**config.mk**
```make
export PLATFORM = sky130hd
export DESIGN_NAME = desk_lift_drive_controller_top_flat
export DESIGN_NICKNAME = d
export VERILOG_FILES = /design/src/design/dldc_pkg.sv /design/src/design/dldc_if.sv /design/src/design/dldc_core.sv /design/src/design/desk_lift_drive_controller_top.sv /design/src/flat_wrapper.sv
export SDC_FILE = /design/constraint.sdc
export NUM_CORES = 1
export LEC_CHECK = 0
export BUFFER_PORTS_ARGS = -buffer_cell sky130_fd_sc_hd__buf_4
export CAP_MARGIN = 20
export CORE_ASPECT_RATIO = 0.75
export CORE_MARGIN = 8
export CORE_UTILIZATION = 55
export CTS_BUF_LIST = sky130_fd_sc_hd__clkbuf_2
export DETAILED_ROUTE_END_ITERATION = 8
export PLACE_DENSITY_LB_ADDON = 0.12
export SYNTH_ARGS = -nofsm -noshare
export SYNTH_HDL_FRONTEND = slang
export SYNTH_SLANG_ARGS = --single-unit
export TNS_END_PERCENT = 10
```
**constraint.sdc**
```tcl
create_clock -name clk -period 13.9 [get_ports clk]
set_clock_uncertainty 0.2 [all_clocks]
set_input_delay 0 -clock clk [delete_from_list [all_inputs] [get_ports clk]]
set_output_delay 0 -clock clk [all_outputs]
set_load 0.005 [all_outputs]
```
**src/design/dldc_pkg.sv**
```systemverilog
// package for the desk lift drive controller
// types, codes and reset values shared by the interfaces and the rtl modules
`default_nettype none

package dldc_pkg;

  localparam int POS_W    = 13;
  localparam int MARGIN_W = 10;
  localparam int MS_CFG_W = 16;
  localparam int MS_W     = 32;
  localparam int REQ_W    = 2;
  localparam int BYTE_W   = 8;
  localparam int EV_W     = 4;
  localparam int CFG_IDX_W  = 3;
  localparam int CFG_DATA_W = 16;

  localparam logic [REQ_W-1:0] REQ_BYTE  = 2'd0;
  localparam logic [REQ_W-1:0] REQ_EVENT = 2'd1;

  localparam logic [BYTE_W-1:0] SYNC_BYTE   = 8'h55;
  localparam logic [BYTE_W-1:0] POS_ID_BYTE = 8'h92;

  localparam logic [EV_W-1:0] EV_PRESSED = 4'd4;
  localparam logic [EV_W-1:0] EV_TOGGLE  = 4'd12;

  localparam logic [CFG_IDX_W-1:0] REG_POS_MIN     = 3'd0;
  localparam logic [CFG_IDX_W-1:0] REG_POS_MAX     = 3'd1;
  localparam logic [CFG_IDX_W-1:0] REG_SIT_POS     = 3'd2;
  localparam logic [CFG_IDX_W-1:0] REG_STAND_POS   = 3'd3;
  localparam logic [CFG_IDX_W-1:0] REG_STOP_MARGIN = 3'd4;
  localparam logic [CFG_IDX_W-1:0] REG_DEBOUNCE    = 3'd5;
  localparam logic [CFG_IDX_W-1:0] REG_SHORT_PRESS = 3'd6;

  localparam logic [POS_W-1:0]    RST_POS_MIN     = 13'd170;
  localparam logic [POS_W-1:0]    RST_POS_MAX     = 13'd6400;
  localparam logic [POS_W-1:0]    RST_SIT_POS     = 13'd1800;
  localparam logic [POS_W-1:0]    RST_STAND_POS   = 13'd5700;
  localparam logic [MARGIN_W-1:0] RST_STOP_MARGIN = 10'd120;
  localparam logic [MS_CFG_W-1:0] RST_DEBOUNCE    = 16'd50;
  localparam logic [MS_CFG_W-1:0] RST_SHORT_PRESS = 16'd250;

  typedef struct packed {
    logic [POS_W-1:0]    pos_min;
    logic [POS_W-1:0]    pos_max;
    logic [POS_W-1:0]    sit_pos;
    logic [POS_W-1:0]    stand_pos;
    logic [MARGIN_W-1:0] stop_margin;
    logic [MS_CFG_W-1:0] debounce_ms;
    logic [MS_CFG_W-1:0] short_press_ms;
  } cfg_t;

  typedef struct packed {
    logic [REQ_W-1:0]  req_type;
    logic [BYTE_W-1:0] rx_byte;
    logic              button_sel;
    logic [EV_W-1:0]   edge_events;
    logic [MS_W-1:0]   now_ms;
  } in_item_t;

  typedef struct packed {
    logic             drive_down;
    logic             drive_up;
    logic [POS_W-1:0] cur_position;
  } out_item_t;

endpackage

`default_nettype wire

```
**src/design/dldc_if.sv**
```systemverilog
// valid/ready channel interfaces for the desk lift drive controller
// depends on dldc_pkg for field widths
`default_nettype none

interface dldc_in_if;
  import dldc_pkg::*;

  logic              valid;
  logic              ready;
  logic [REQ_W-1:0]  req_type;
  logic [BYTE_W-1:0] rx_byte;
  logic              button_sel;
  logic [EV_W-1:0]   edge_events;
  logic [MS_W-1:0]   now_ms;

  modport source (output valid, req_type, rx_byte, button_sel, edge_events, now_ms,
                  input ready);
  modport sink (input valid, req_type, rx_byte, button_sel, edge_events, now_ms,
                output ready);
endinterface

interface dldc_out_if;
  import dldc_pkg::*;

  logic             valid;
  logic             ready;
  logic             drive_down;
  logic             drive_up;
  logic [POS_W-1:0] cur_position;

  modport source (output valid, drive_down, drive_up, cur_position, input ready);
  modport sink (input valid, drive_down, drive_up, cur_position, output ready);
endinterface

`default_nettype wire

```
**src/design/dldc_core.sv**
```systemverilog
// controller state and single-pass step logic: frame decode, debounce, seek, drive
// depends on dldc_pkg
`default_nettype none

module dldc_core (
  input  wire logic               clk,
  input  wire logic               rst_n,
  input  wire logic               step_en,
  input  wire dldc_pkg::in_item_t item,
  input  wire dldc_pkg::cfg_t     cfg,
  output dldc_pkg::out_item_t     result
);
  import dldc_pkg::*;

  logic [3*BYTE_W-1:0] hist_r, hist_nxt;
  logic [POS_W-1:0]    pos_r, pos_nxt;
  logic [1:0]          pressed_r, pressed_nxt;
  logic [MS_W-1:0]     last_r [2];
  logic [MS_W-1:0]     last_nxt [2];
  logic [1:0]          seek_r, seek_nxt;

  logic [2*BYTE_W-1:0] frame_pos;
  logic                frame_hit;
  logic                idx;
  logic [MS_W-1:0]     dur;
  logic                ev_val;
  logic [1:0]          seek_ev;
  logic [POS_W:0]      sit_lim;
  logic [POS_W:0]      up_sum;
  logic                gt_down;
  logic                lt_up;
  logic                down;
  logic                up;
  logic                clear_down;
  logic                clear_up;
  logic [1:0]          seek_mid;

  assign frame_pos = {item.rx_byte, hist_r[BYTE_W-1:0]};
  assign frame_hit = (hist_r[3*BYTE_W-1:2*BYTE_W] == SYNC_BYTE) &&
                     (hist_r[2*BYTE_W-1:BYTE_W] == POS_ID_BYTE);
  assign idx = item.button_sel;
  assign dur = item.now_ms - last_r[idx];

  always_comb begin
    if (item.edge_events == EV_PRESSED) begin
      ev_val = 1'b1;
    end else if (item.edge_events == EV_TOGGLE) begin
      ev_val = !pressed_r[idx];
    end else begin
      ev_val = 1'b0;
    end
  end

  always_comb begin
    hist_nxt    = hist_r;
    pos_nxt     = pos_r;
    pressed_nxt = pressed_r;
    last_nxt    = last_r;
    seek_ev     = seek_r;
    if (item.req_type == REQ_BYTE) begin
      hist_nxt = {hist_r[2*BYTE_W-1:0], item.rx_byte};
      if (frame_hit && frame_pos >= {3'b000, cfg.pos_min} &&
          frame_pos <= {3'b000, cfg.pos_max}) begin
        pos_nxt = frame_pos[POS_W-1:0];
      end
    end else if (item.req_type == REQ_EVENT) begin
      if (dur >= {16'h0000, cfg.debounce_ms}) begin
        pressed_nxt[idx] = ev_val;
        last_nxt[idx]    = item.now_ms;
        if (!ev_val && dur < {16'h0000, cfg.short_press_ms}) begin
          if (!idx && pos_r < cfg.stand_pos) begin
            seek_ev[0] = 1'b1;
          end
          if (idx && pos_r > cfg.sit_pos) begin
            seek_ev[1] = 1'b1;
          end
        end
      end
    end
  end

  // drive evaluation, down first
  assign sit_lim = {1'b0, cfg.sit_pos} + {4'b0000, cfg.stop_margin};
  assign up_sum  = {1'b0, pos_nxt} + {4'b0000, cfg.stop_margin};
  assign gt_down = {1'b0, pos_nxt} > sit_lim;
  assign lt_up   = up_sum < {1'b0, cfg.stand_pos};

  assign down       = pressed_nxt[1] || (seek_ev[1] && gt_down);
  assign clear_down = pressed_nxt[1] || (seek_ev[1] && !gt_down);
  assign seek_mid   = clear_down ? 2'b00 : seek_ev;
  assign up         = !down && (pressed_nxt[0] || (seek_mid[0] && lt_up));
  assign clear_up   = !down && (pressed_nxt[0] || (seek_mid[0] && !lt_up));
  assign seek_nxt   = clear_up ? 2'b00 : seek_mid;

  assign result.drive_down   = down;
  assign result.drive_up     = up;
  assign result.cur_position = pos_nxt;

  always_ff @(posedge clk) begin
    if (!rst_n) begin
      hist_r    <= '0;
      pos_r     <= '0;
      pressed_r <= '0;
      last_r[0] <= '0;
      last_r[1] <= '0;
      seek_r    <= '0;
    end else if (step_en) begin
      hist_r    <= hist_nxt;
      pos_r     <= pos_nxt;
      pressed_r <= pressed_nxt;
      last_r[0] <= last_nxt[0];
      last_r[1] <= last_nxt[1];
      seek_r    <= seek_nxt;
    end
  end

endmodule

`default_nettype wire

```
**src/design/desk_lift_drive_controller_top.sv**
```systemverilog
// top level of the desk lift drive controller: config registers, input and result registers
// depends on dldc_pkg, dldc_if and dldc_core
`default_nettype none

// Desk lift drive controller. Each input transaction is a bus byte, a button
// edge event or a poll, and each gives exactly one result transaction with the
// down/up drive and the last valid bus position. One transaction is taken per
// clock unless the input register stalls; a transaction is held in the input
// register, processed in a single pass by the core logic, and its result is
// loaded into the result register once that register is free or being taken. The
// input register stalls only while it holds a transaction and a result waits to
// be taken. Configuration registers are written through the cfg_ port; the user
// must write them only while no transaction is in flight; the block does not enforce it.
module desk_lift_drive_controller_top (
  input  wire logic                              clk,
  input  wire logic                              rst_n,
  dldc_in_if.sink                                in_if,
  dldc_out_if.source                             out_if,
  input  wire logic                              cfg_we,
  input  wire logic [dldc_pkg::CFG_IDX_W-1:0]    cfg_idx,
  input  wire logic [dldc_pkg::CFG_DATA_W-1:0]   cfg_wdata
);
  import dldc_pkg::*;

  cfg_t      cfg_r;
  in_item_t  item_r;
  logic      item_vld_r;
  out_item_t res_r;
  out_item_t res_nxt;
  logic      res_vld_r;
  logic      advance;

  assign advance     = !res_vld_r || out_if.ready;
  assign in_if.ready = !item_vld_r || advance;

  always_ff @(posedge clk) begin
    if (!rst_n) begin
      cfg_r.pos_min        <= RST_POS_MIN;
      cfg_r.pos_max        <= RST_POS_MAX;
      cfg_r.sit_pos        <= RST_SIT_POS;
      cfg_r.stand_pos      <= RST_STAND_POS;
      cfg_r.stop_margin    <= RST_STOP_MARGIN;
      cfg_r.debounce_ms    <= RST_DEBOUNCE;
      cfg_r.short_press_ms <= RST_SHORT_PRESS;
    end else if (cfg_we) begin
      unique case (cfg_idx)
        REG_POS_MIN:     cfg_r.pos_min        <= cfg_wdata[POS_W-1:0];
        REG_POS_MAX:     cfg_r.pos_max        <= cfg_wdata[POS_W-1:0];
        REG_SIT_POS:     cfg_r.sit_pos        <= cfg_wdata[POS_W-1:0];
        REG_STAND_POS:   cfg_r.stand_pos      <= cfg_wdata[POS_W-1:0];
        REG_STOP_MARGIN: cfg_r.stop_margin    <= cfg_wdata[MARGIN_W-1:0];
        REG_DEBOUNCE:    cfg_r.debounce_ms    <= cfg_wdata[MS_CFG_W-1:0];
        REG_SHORT_PRESS: cfg_r.short_press_ms <= cfg_wdata[MS_CFG_W-1:0];
        default: ;
      endcase
    end
  end

  always_ff @(posedge clk) begin
    if (!rst_n) begin
      item_vld_r <= 1'b0;
      res_vld_r  <= 1'b0;
    end else begin
      if (in_if.ready) begin
        item_vld_r <= in_if.valid;
      end
      if (advance) begin
        res_vld_r <= item_vld_r;
      end
    end
  end

  always_ff @(posedge clk) begin
    if (in_if.valid && in_if.ready) begin
      item_r.req_type    <= in_if.req_type;
      item_r.rx_byte     <= in_if.rx_byte;
      item_r.button_sel  <= in_if.button_sel;
      item_r.edge_events <= in_if.edge_events;
      item_r.now_ms      <= in_if.now_ms;
    end
    if (advance && item_vld_r) begin
      res_r <= res_nxt;
    end
  end

  dldc_core u_core (
    .clk    (clk),
    .rst_n  (rst_n),
    .step_en(advance && item_vld_r),
    .item   (item_r),
    .cfg    (cfg_r),
    .result (res_nxt)
  );

  assign out_if.valid        = res_vld_r;
  assign out_if.drive_down   = res_r.drive_down;
  assign out_if.drive_up     = res_r.drive_up;
  assign out_if.cur_position = res_r.cur_position;

endmodule

`default_nettype wire

```
**src/flat_wrapper.sv**
```systemverilog
// flat-port wrapper written by rule: the top's interface ports become plain ports
module desk_lift_drive_controller_top_flat import dldc_pkg::*;
  (clk, rst_n, cfg_we, cfg_idx, cfg_wdata, in_if_valid, in_if_req_type, in_if_rx_byte, in_if_button_sel, in_if_edge_events, in_if_now_ms, in_if_ready, out_if_valid, out_if_drive_down, out_if_drive_up, out_if_cur_position, out_if_ready);
  dldc_in_if in_if_i ();
  dldc_out_if out_if_i ();
  input  wire logic clk;
  input  wire logic rst_n;
  input  wire logic cfg_we;
  input  wire logic [dldc_pkg::CFG_IDX_W-1:0] cfg_idx;
  input  wire logic [dldc_pkg::CFG_DATA_W-1:0] cfg_wdata;
  input wire logic [$bits(in_if_i.valid)-1:0] in_if_valid;
  input wire logic [$bits(in_if_i.req_type)-1:0] in_if_req_type;
  input wire logic [$bits(in_if_i.rx_byte)-1:0] in_if_rx_byte;
  input wire logic [$bits(in_if_i.button_sel)-1:0] in_if_button_sel;
  input wire logic [$bits(in_if_i.edge_events)-1:0] in_if_edge_events;
  input wire logic [$bits(in_if_i.now_ms)-1:0] in_if_now_ms;
  output wire logic [$bits(in_if_i.ready)-1:0] in_if_ready;
  output wire logic [$bits(out_if_i.valid)-1:0] out_if_valid;
  output wire logic [$bits(out_if_i.drive_down)-1:0] out_if_drive_down;
  output wire logic [$bits(out_if_i.drive_up)-1:0] out_if_drive_up;
  output wire logic [$bits(out_if_i.cur_position)-1:0] out_if_cur_position;
  input wire logic [$bits(out_if_i.ready)-1:0] out_if_ready;
  assign in_if_i.valid = in_if_valid;
  assign in_if_i.req_type = in_if_req_type;
  assign in_if_i.rx_byte = in_if_rx_byte;
  assign in_if_i.button_sel = in_if_button_sel;
  assign in_if_i.edge_events = in_if_edge_events;
  assign in_if_i.now_ms = in_if_now_ms;
  assign in_if_ready = in_if_i.ready;
  assign out_if_valid = out_if_i.valid;
  assign out_if_drive_down = out_if_i.drive_down;
  assign out_if_drive_up = out_if_i.drive_up;
  assign out_if_cur_position = out_if_i.cur_position;
  assign out_if_i.ready = out_if_ready;
  desk_lift_drive_controller_top u_core (.clk(clk), .rst_n(rst_n), .in_if(in_if_i), .out_if(out_if_i), .cfg_we(cfg_we), .cfg_idx(cfg_idx), .cfg_wdata(cfg_wdata));
endmodule
```
==> impl_metrics.env, run 1 <==
export IMPL_grt_use_total_pct=25.47
export IMPL_fp_dieH_um=160.2
export IMPL_postRouteAntennaNets=0
export IMPL_grt_pass1_vias=13090
export IMPL_place_gp_congestion=0.9239
export IMPL_synth_nets=1938
export IMPL_slowest_delay_ps=480
export IMPL_setup_viol=0
export IMPL_cts_clk_slew_worst_paths_ps=110
export IMPL_finalPower_mw=1.697
export IMPL_crit_path_start_kind="register"
export IMPL_crit_slowest_cell="o41ai_1"
export IMPL_area_growth_pct=20.57
export IMPL_fin_setup_tns_ps=0
export IMPL_synth_edf_count=62
export IMPL_ios=88
export IMPL_finalWorstSetupSlack_ps=7242
export IMPL_routed_via_density=5.676
export IMPL_grt_max_degree=104
export IMPL_place_ws_ps=7366
export IMPL_syn_area_sq_um=15250
export IMPL_worstSetupPathType="reg -> reg"
export IMPL_slew_headroom_pct=24.79
export IMPL_min_from="in_if_rx_byte[2]"
export IMPL_die_w_um=208.3
export IMPL_layout_min_cycle_time_ps=6658
export IMPL_vdd_drop_max_uv=84.90
export IMPL_crit_start="u_core.u_core.hist_r[0]"
export IMPL_avgSynthCellArea_sq_um=8.952
export IMPL_antenna_found_initial=2
export IMPL_hp_class="in -> reg"
export IMPL_leakage_nw=7.587
export IMPL_cp_arrival_ps=7220
export IMPL_cts_buffers=67
export IMPL_htree_num_levels=3
export IMPL_detail_route_wl_per_cell_um=18.26
export IMPL_r2r_start="u_core.u_core.hist_r[0]"
export IMPL_fmax_ghz=0.1502
export IMPL_max_cap_violations=0
export IMPL_drive_gt1_share_pct=13.08
export IMPL_clock_latency_ps=910
export IMPL_power_density_nw_per_um2=92.26
export IMPL_clockRootBuffer="clkbuf_2"
export IMPL_hold_viol_final=0
export IMPL_core_sq_um=27130
export IMPL_cp_end_kind="register"
export IMPL_port_buffers=87
export IMPL_outcome="completed"
export IMPL_cts_tree="yes"
export IMPL_drv_slew=0
export IMPL_crit_top_cell="a21o_1"
export IMPL_post_route_drc_count=0
export IMPL_final_core_util_pct=67.79
export IMPL_initial_core_util_pct=56.22
export IMPL_fp_row_count=52
export IMPL_max_clock_path_buffers=3
export IMPL_dp_hpwl_um=29650
export IMPL_critical_path_max_fanout=14
export IMPL_nNetsFinal=2201
export IMPL_die_area_sq_um=33370
export IMPL_drtIter0Drc=1004
export IMPL_yosysSeqAreaShare_pct=38.59
export IMPL_synth_ff_type="dfxtp_1"
export IMPL_drtPass1Iterations=5
export IMPL_post_route_period_util_pct=47.90
export IMPL_netlist_instances=1704
export IMPL_required_ps=14460
export IMPL_dpl_instance_area_sq_um=16150
export IMPL_grt_pass1_wl_um=69080
export IMPL_dr_total_vias=13460
export IMPL_cts_sinks=263
export IMPL_synth_seq_cells=263
export IMPL_tightestPinTransition_ps=1128
export IMPL_final_cell_area_sq_um=18390
export IMPL_synth_warning_count=0
export IMPL_drt_wl_total_um=43290
export IMPL_rsz0062_at_grt="false"
export IMPL_synth_cell_types=81
export IMPL_async_reset_ff_share_pct=0
export IMPL_grt_ovfl_total=0
-- cell families after synthesis --
kind of cell | after synthesis | share of synthesized area, %
AND/OR/NAND/NOR | 552 | 16.16
adder cells (fa/ha/maj) | 163 | 13.52
buffers and inverters | 176 | 4.815
flip-flops | 263 | 38.59
XOR/XNOR | 41 | 2.354
multiplexers | 116 | 7.702
AO/OA/AOI/OAI | 393 | 16.86
-- final cells by class --
class,instances,area [sq um]
Tap cell,351,439.2
Fill cell,2265,8740
Sequential cell,263,5886
Clock buffer,105,525.5
Clock inverter,15,107.6
Antenna cell,2,5.005
Inverter,111,419.2
Timing Repair Buffer,259,2352
Multi-Input combinational cell,1265,8657
-- cell usage after synthesis (4+ instances only) --
cell	count	share of area, %
nand2_1	266	6.5
mux2_2	11	0.81
nand2b_1	21	0.86
o21a_1	12	0.59
buf_6	8	0.59
nor3_1	25	0.82
xnor2_1	25	1.4
a21oi_2	7	0.40
buf_1	4	0.098
o21ai_0	42	1.4
a211oi_1	14	0.69
o211a_1	4	0.26
o31ai_1	5	0.25
ha_1	160	13
o211ai_1	34	1.7
buf_2	8	0.26
and2_1	5	0.21
a21o_1	39	1.9
nand4_1	18	0.74
mux2i_1	105	6.9
nand3_1	26	0.85
o21bai_1	9	0.44
a21oi_1	164	5.4
o2111ai_1	4	0.23
o21ai_1	6	0.20
edfxtp_1	62	12
nor2b_1	16	0.66
nor2_1	136	3.3
a31oi_1	5	0.21
or2_2	4	0.16
dfxtp_1	201	26
inv_1	109	2.7
clkbuf_1	44	1.1
xor2_1	16	0.92
a2111oi_0	4	0.23
and3_1	12	0.49
o22ai_1	4	0.16
nor4_1	4	0.16
-- routing by layer --
layer	vias to the layer above	global-route usage, %	wire, um
met2	509	37.84	18310
met4	0	7.856	1053
met3	93	5.809	3728
met1	6270	36.15	20200
met5	-	0	0
li1	6586	-	-
-- sequential cells by signal, indices dropped and copies added (netlist names) --
register / flops
u_core.cfg_r: 94
u_core.u_core.last_r: 64
u_core.item_r: 47
u_core.u_core.hist_r: 24
u_core.out_if.cur_position: 13
u_core.u_core.pos_r: 13
u_core.u_core.pressed_r: 2
u_core.u_core.seek_r: 2
u_core.item_vld_r: 1
u_core.out_if.drive_down: 1
u_core.out_if.drive_up: 1
u_core.out_if.valid: 1
-- final timing paths --
path,to,slack (ps),cells after the start
worst max register to register,u_core.out_if.drive_up,7240,32
worst min register to register,u_core.u_core.hist_r[20],260,2
worst max-delay path,u_core.out_if.drive_up,7240,32
worst min-delay path,u_core.item_r[39],130,3
-- critical path: cells and delay by family, from the launching register on --
family                   cells  cell delay, ps
AO/OA/AOI/OAI               15            2720
AND/OR/NAND/NOR              7            1050
adder cells (fa/ha/maj)      4            1030
buffers and inverters        4             530
flip-flops                   1             440
multiplexers                 1             360
XOR/XNOR                     1             160
-- metrics by stage --
step,hold slack (ps),instances
2_1_floorplan,-101.1,1704
3_3_place_gp,-22.14,2090
3_5_place_dp,-20.62,2090
4_1_cts,38.19,2369
5_1_grt,84.29,2371
6_report,128.4,2371
-- report_power, final --
part	internal, mW	switching (mW)	total, mW
Sequential	0.807	0.0198	0.827
Combinational	0.142	0.174	0.316
Clock	0.221	0.334	0.554
-- repair_timing --
| item | in CTS | in global routing |
|---|---|---|
| hold endpoints to repair | 276 | 0 |
| gates resized for setup | 0 | 0 |
| setup buffers | 0 | 0 |
| hold buffers | 159 | 0 |
-- cell usage in the layout (no fill, tap or decap), drive strengths merged, types with 49 or more instances in the layout --
master | Yosys | routed
ha | 160 | 160
dlygate4sd3 | 0 | 158
a21oi | 171 | 171
inv | 111 | 113
dfxtp | 201 | 201
mux2i | 105 | 105
clkbuf | 44 | 105
nor2 | 137 | 137
buf | 21 | 101
o21ai | 49 | 49
nand2 | 266 | 266
edfxtp | 62 | 62
(Power assumes the default switching activity.)
==> run 2: changes to the inputs <==
- clock period: 13.9 -> 5.8 ns (I/O delays scaled with it)
==> run 2 against run 1 <==
Effect of this change: the run now ends with negative setup slack left; sequential cell count did not move; first-iteration DRC count grew 21%; worst hold slack gained 12 ps; global-route usage up 0.056 points; combinational power up 150%; sequential share of layout area decreased by 0.77 points; via count is 0.85% higher; clock-buffer cell count is 7 lower; largest cell class unchanged.
==> impl_metrics.env, run 2 (synthesized netlist as in run 1, its figures left out) <==
export IMPL_setup_viol=2
export IMPL_fmax_ghz=0.1715
export IMPL_crit_slowest_cell="or4_4"
export IMPL_crit_start="u_core.u_core.hist_r[0]"
export IMPL_crit_path_start_kind="register"
export IMPL_layout_common_cells="nand2_1 (266), dfxtp_1 (200), a21oi_1 (162)"
export IMPL_power_density_nw_per_um2=218.9
export IMPL_layout_min_cycle_time_ps=5830
export IMPL_crit_top_cell="a21o_1"
export IMPL_largest_reg_flops=94
export IMPL_violations="negative setup slack"
export IMPL_dp_cells=2124
export IMPL_htree_num_levels=3
export IMPL_min_from="cfg_idx[0]"
export IMPL_top_register="u_core.cfg_r"
export IMPL_cts_buffers=66
export IMPL_drv_slew=0
export IMPL_grt_pass1_vias=13280
export IMPL_drive_gt1_share_pct=15.15
export IMPL_initial_core_util_pct=56.22
export IMPL_required_ps=6320
export IMPL_critical_path_max_fanout=4
export IMPL_grt_use_total_pct=25.53
export IMPL_dpl_instance_area_sq_um=16450
export IMPL_largestRegisters="u_core.cfg_r: 94 flops, u_core.u_core.last_r: 64 flops, u_core.item_r: 47 flops"
export IMPL_dp_hpwl_um=30530
export IMPL_hold_viol_final=0
export IMPL_ios=88
export IMPL_place_gp_congestion=0.9133
export IMPL_rsz0062_at_grt="true"
export IMPL_slew_headroom_pct=31.03
export IMPL_fp_row_count=52
export IMPL_cts_sinks=263
export IMPL_antenna_found_initial=1
export IMPL_clock_latency_ps=880
export IMPL_finalWorstSetupSlack_ps=-29.55
export IMPL_drtIter0Drc=1218
export IMPL_postRouteAntennaNets=0
export IMPL_outcome="finished, violations left"
export IMPL_port_buffers=87
export IMPL_cts_tree="yes"
export IMPL_finalPower_mw=4.125
export IMPL_cp_end_kind="register"
export IMPL_max_clock_path_buffers=3
export IMPL_final_cell_area_sq_um=18850
export IMPL_vdd_drop_max_uv=203.5
export IMPL_grt_max_degree=96
export IMPL_leakage_nw=7.827
export IMPL_cts_clk_slew_worst_paths_ps=110
export IMPL_fp_dieH_um=160.2
export IMPL_slowest_delay_ps=420
export IMPL_die_area_sq_um=33370
export IMPL_routed_via_density=5.630
export IMPL_die_w_um=208.3
export IMPL_drtPass1Iterations=5
export IMPL_fin_setup_tns_ps=-53.30
export IMPL_worstSetupPathType="reg -> reg"
export IMPL_post_route_period_util_pct=100.5
export IMPL_final_cells=2411
export IMPL_area_growth_pct=23.57
export IMPL_layout_cells_most_common="nand2_1"
export IMPL_r2r_start="u_core.u_core.hist_r[0]"
export IMPL_post_route_drc_count=0
export IMPL_tightestPinTransition_ps=1035
export IMPL_max_cap_violations=0
export IMPL_grt_ovfl_total=0
export IMPL_drt_wl_total_um=43640
export IMPL_nNetsFinal=2245
export IMPL_hp_class="in -> reg"
export IMPL_clockRootBuffer="clkbuf_2"
export IMPL_core_sq_um=27130
export IMPL_detail_route_wl_per_cell_um=18.10
export IMPL_dr_total_vias=13570
export IMPL_cp_arrival_ps=6350
export IMPL_grt_pass1_wl_um=69710
[run 2: changes by cell type in the layout (fill, tap and decap cells not counted), moves of 3 or more]
| cell | change |
|---|---|
| buf_4 | +37 |
| clkbuf_2 | -7 |
| clkinv_1 | +4 |
| buf_6 | +3 |
| dlygate4sd3_1 | +3 |
| o21ai_0 | -3 |
| o21ai_1 | +3 |
[run 2: worst max-delay path: cells and delay by family, from the launching register on]
family	cells	cell delay, ps
AND/OR/NAND/NOR	7	1010
XOR/XNOR	1	150
flip-flops	1	340
AO/OA/AOI/OAI	15	2440
adder cells (fa/ha/maj)	4	960
buffers and inverters	4	370
multiplexers	1	190
[run 2: final timing paths]
check | to | slack (ps) | cells after the start
worst max-delay path | u_core.out_if.drive_up | -30 | 32
worst min-delay path | u_core.cfg_r[53] | 140 | 5
worst max register to register | u_core.out_if.drive_up | -30 | 32
worst min register to register | u_core.u_core.hist_r[22] | 260 | 2
[run 2: power by group]
part | internal, mW | total, mW | leakage (nW) | switching, mW
logic | 0.358 | 0.782 | 5.12 | 0.424
clock network | 0.584 | 1.36 | 0.475 | 0.778
registers | 1.93 | 1.98 | 2.23 | 0.0476
[run 2: per-layer routing]
layer / routed length [um] / GRT usage, %
met5: 0 / 0
met2: 18700 / 38.35
met4: 786 / 7.598
met3: 3117 / 4.283
met1: 21030 / 36.94
[run 2: final cells by class]
type                       count  area, sq um
timing repair buffer         304         2734
antenna                        1        2.502
tap                          351        439.2
clock inverter                18        160.2
inverter                     111        419.2
sequential                   263         5887
multi-input combinational   1265         8716
clock buffer                  98        490.5
fill                        2187         8283
[run 2: stage by stage]
step,hold WS (ps),utilization (%),worst slack (ps)
after floorplan,-101.1,-,121.6
after global placement,-21.86,60.58,-8.186
after detailed placement,-20.70,60.64,-66.70
after CTS,80.01,69.19,1.309
after global routing,96.91,69.47,-284.0
final,140.2,69.47,-29.55
[run 2: timing repair]
action | 4_1_cts | 5_1_grt
gates cloned | 0 | 0
pin swaps | 19 | 5
resized for setup | 5 | 8
buffers inserted | 4 | 4
hold buffers | 162 | 0
hold endpoints to repair | 265 | 0
endpoints found under the setup margin | 1 | 55
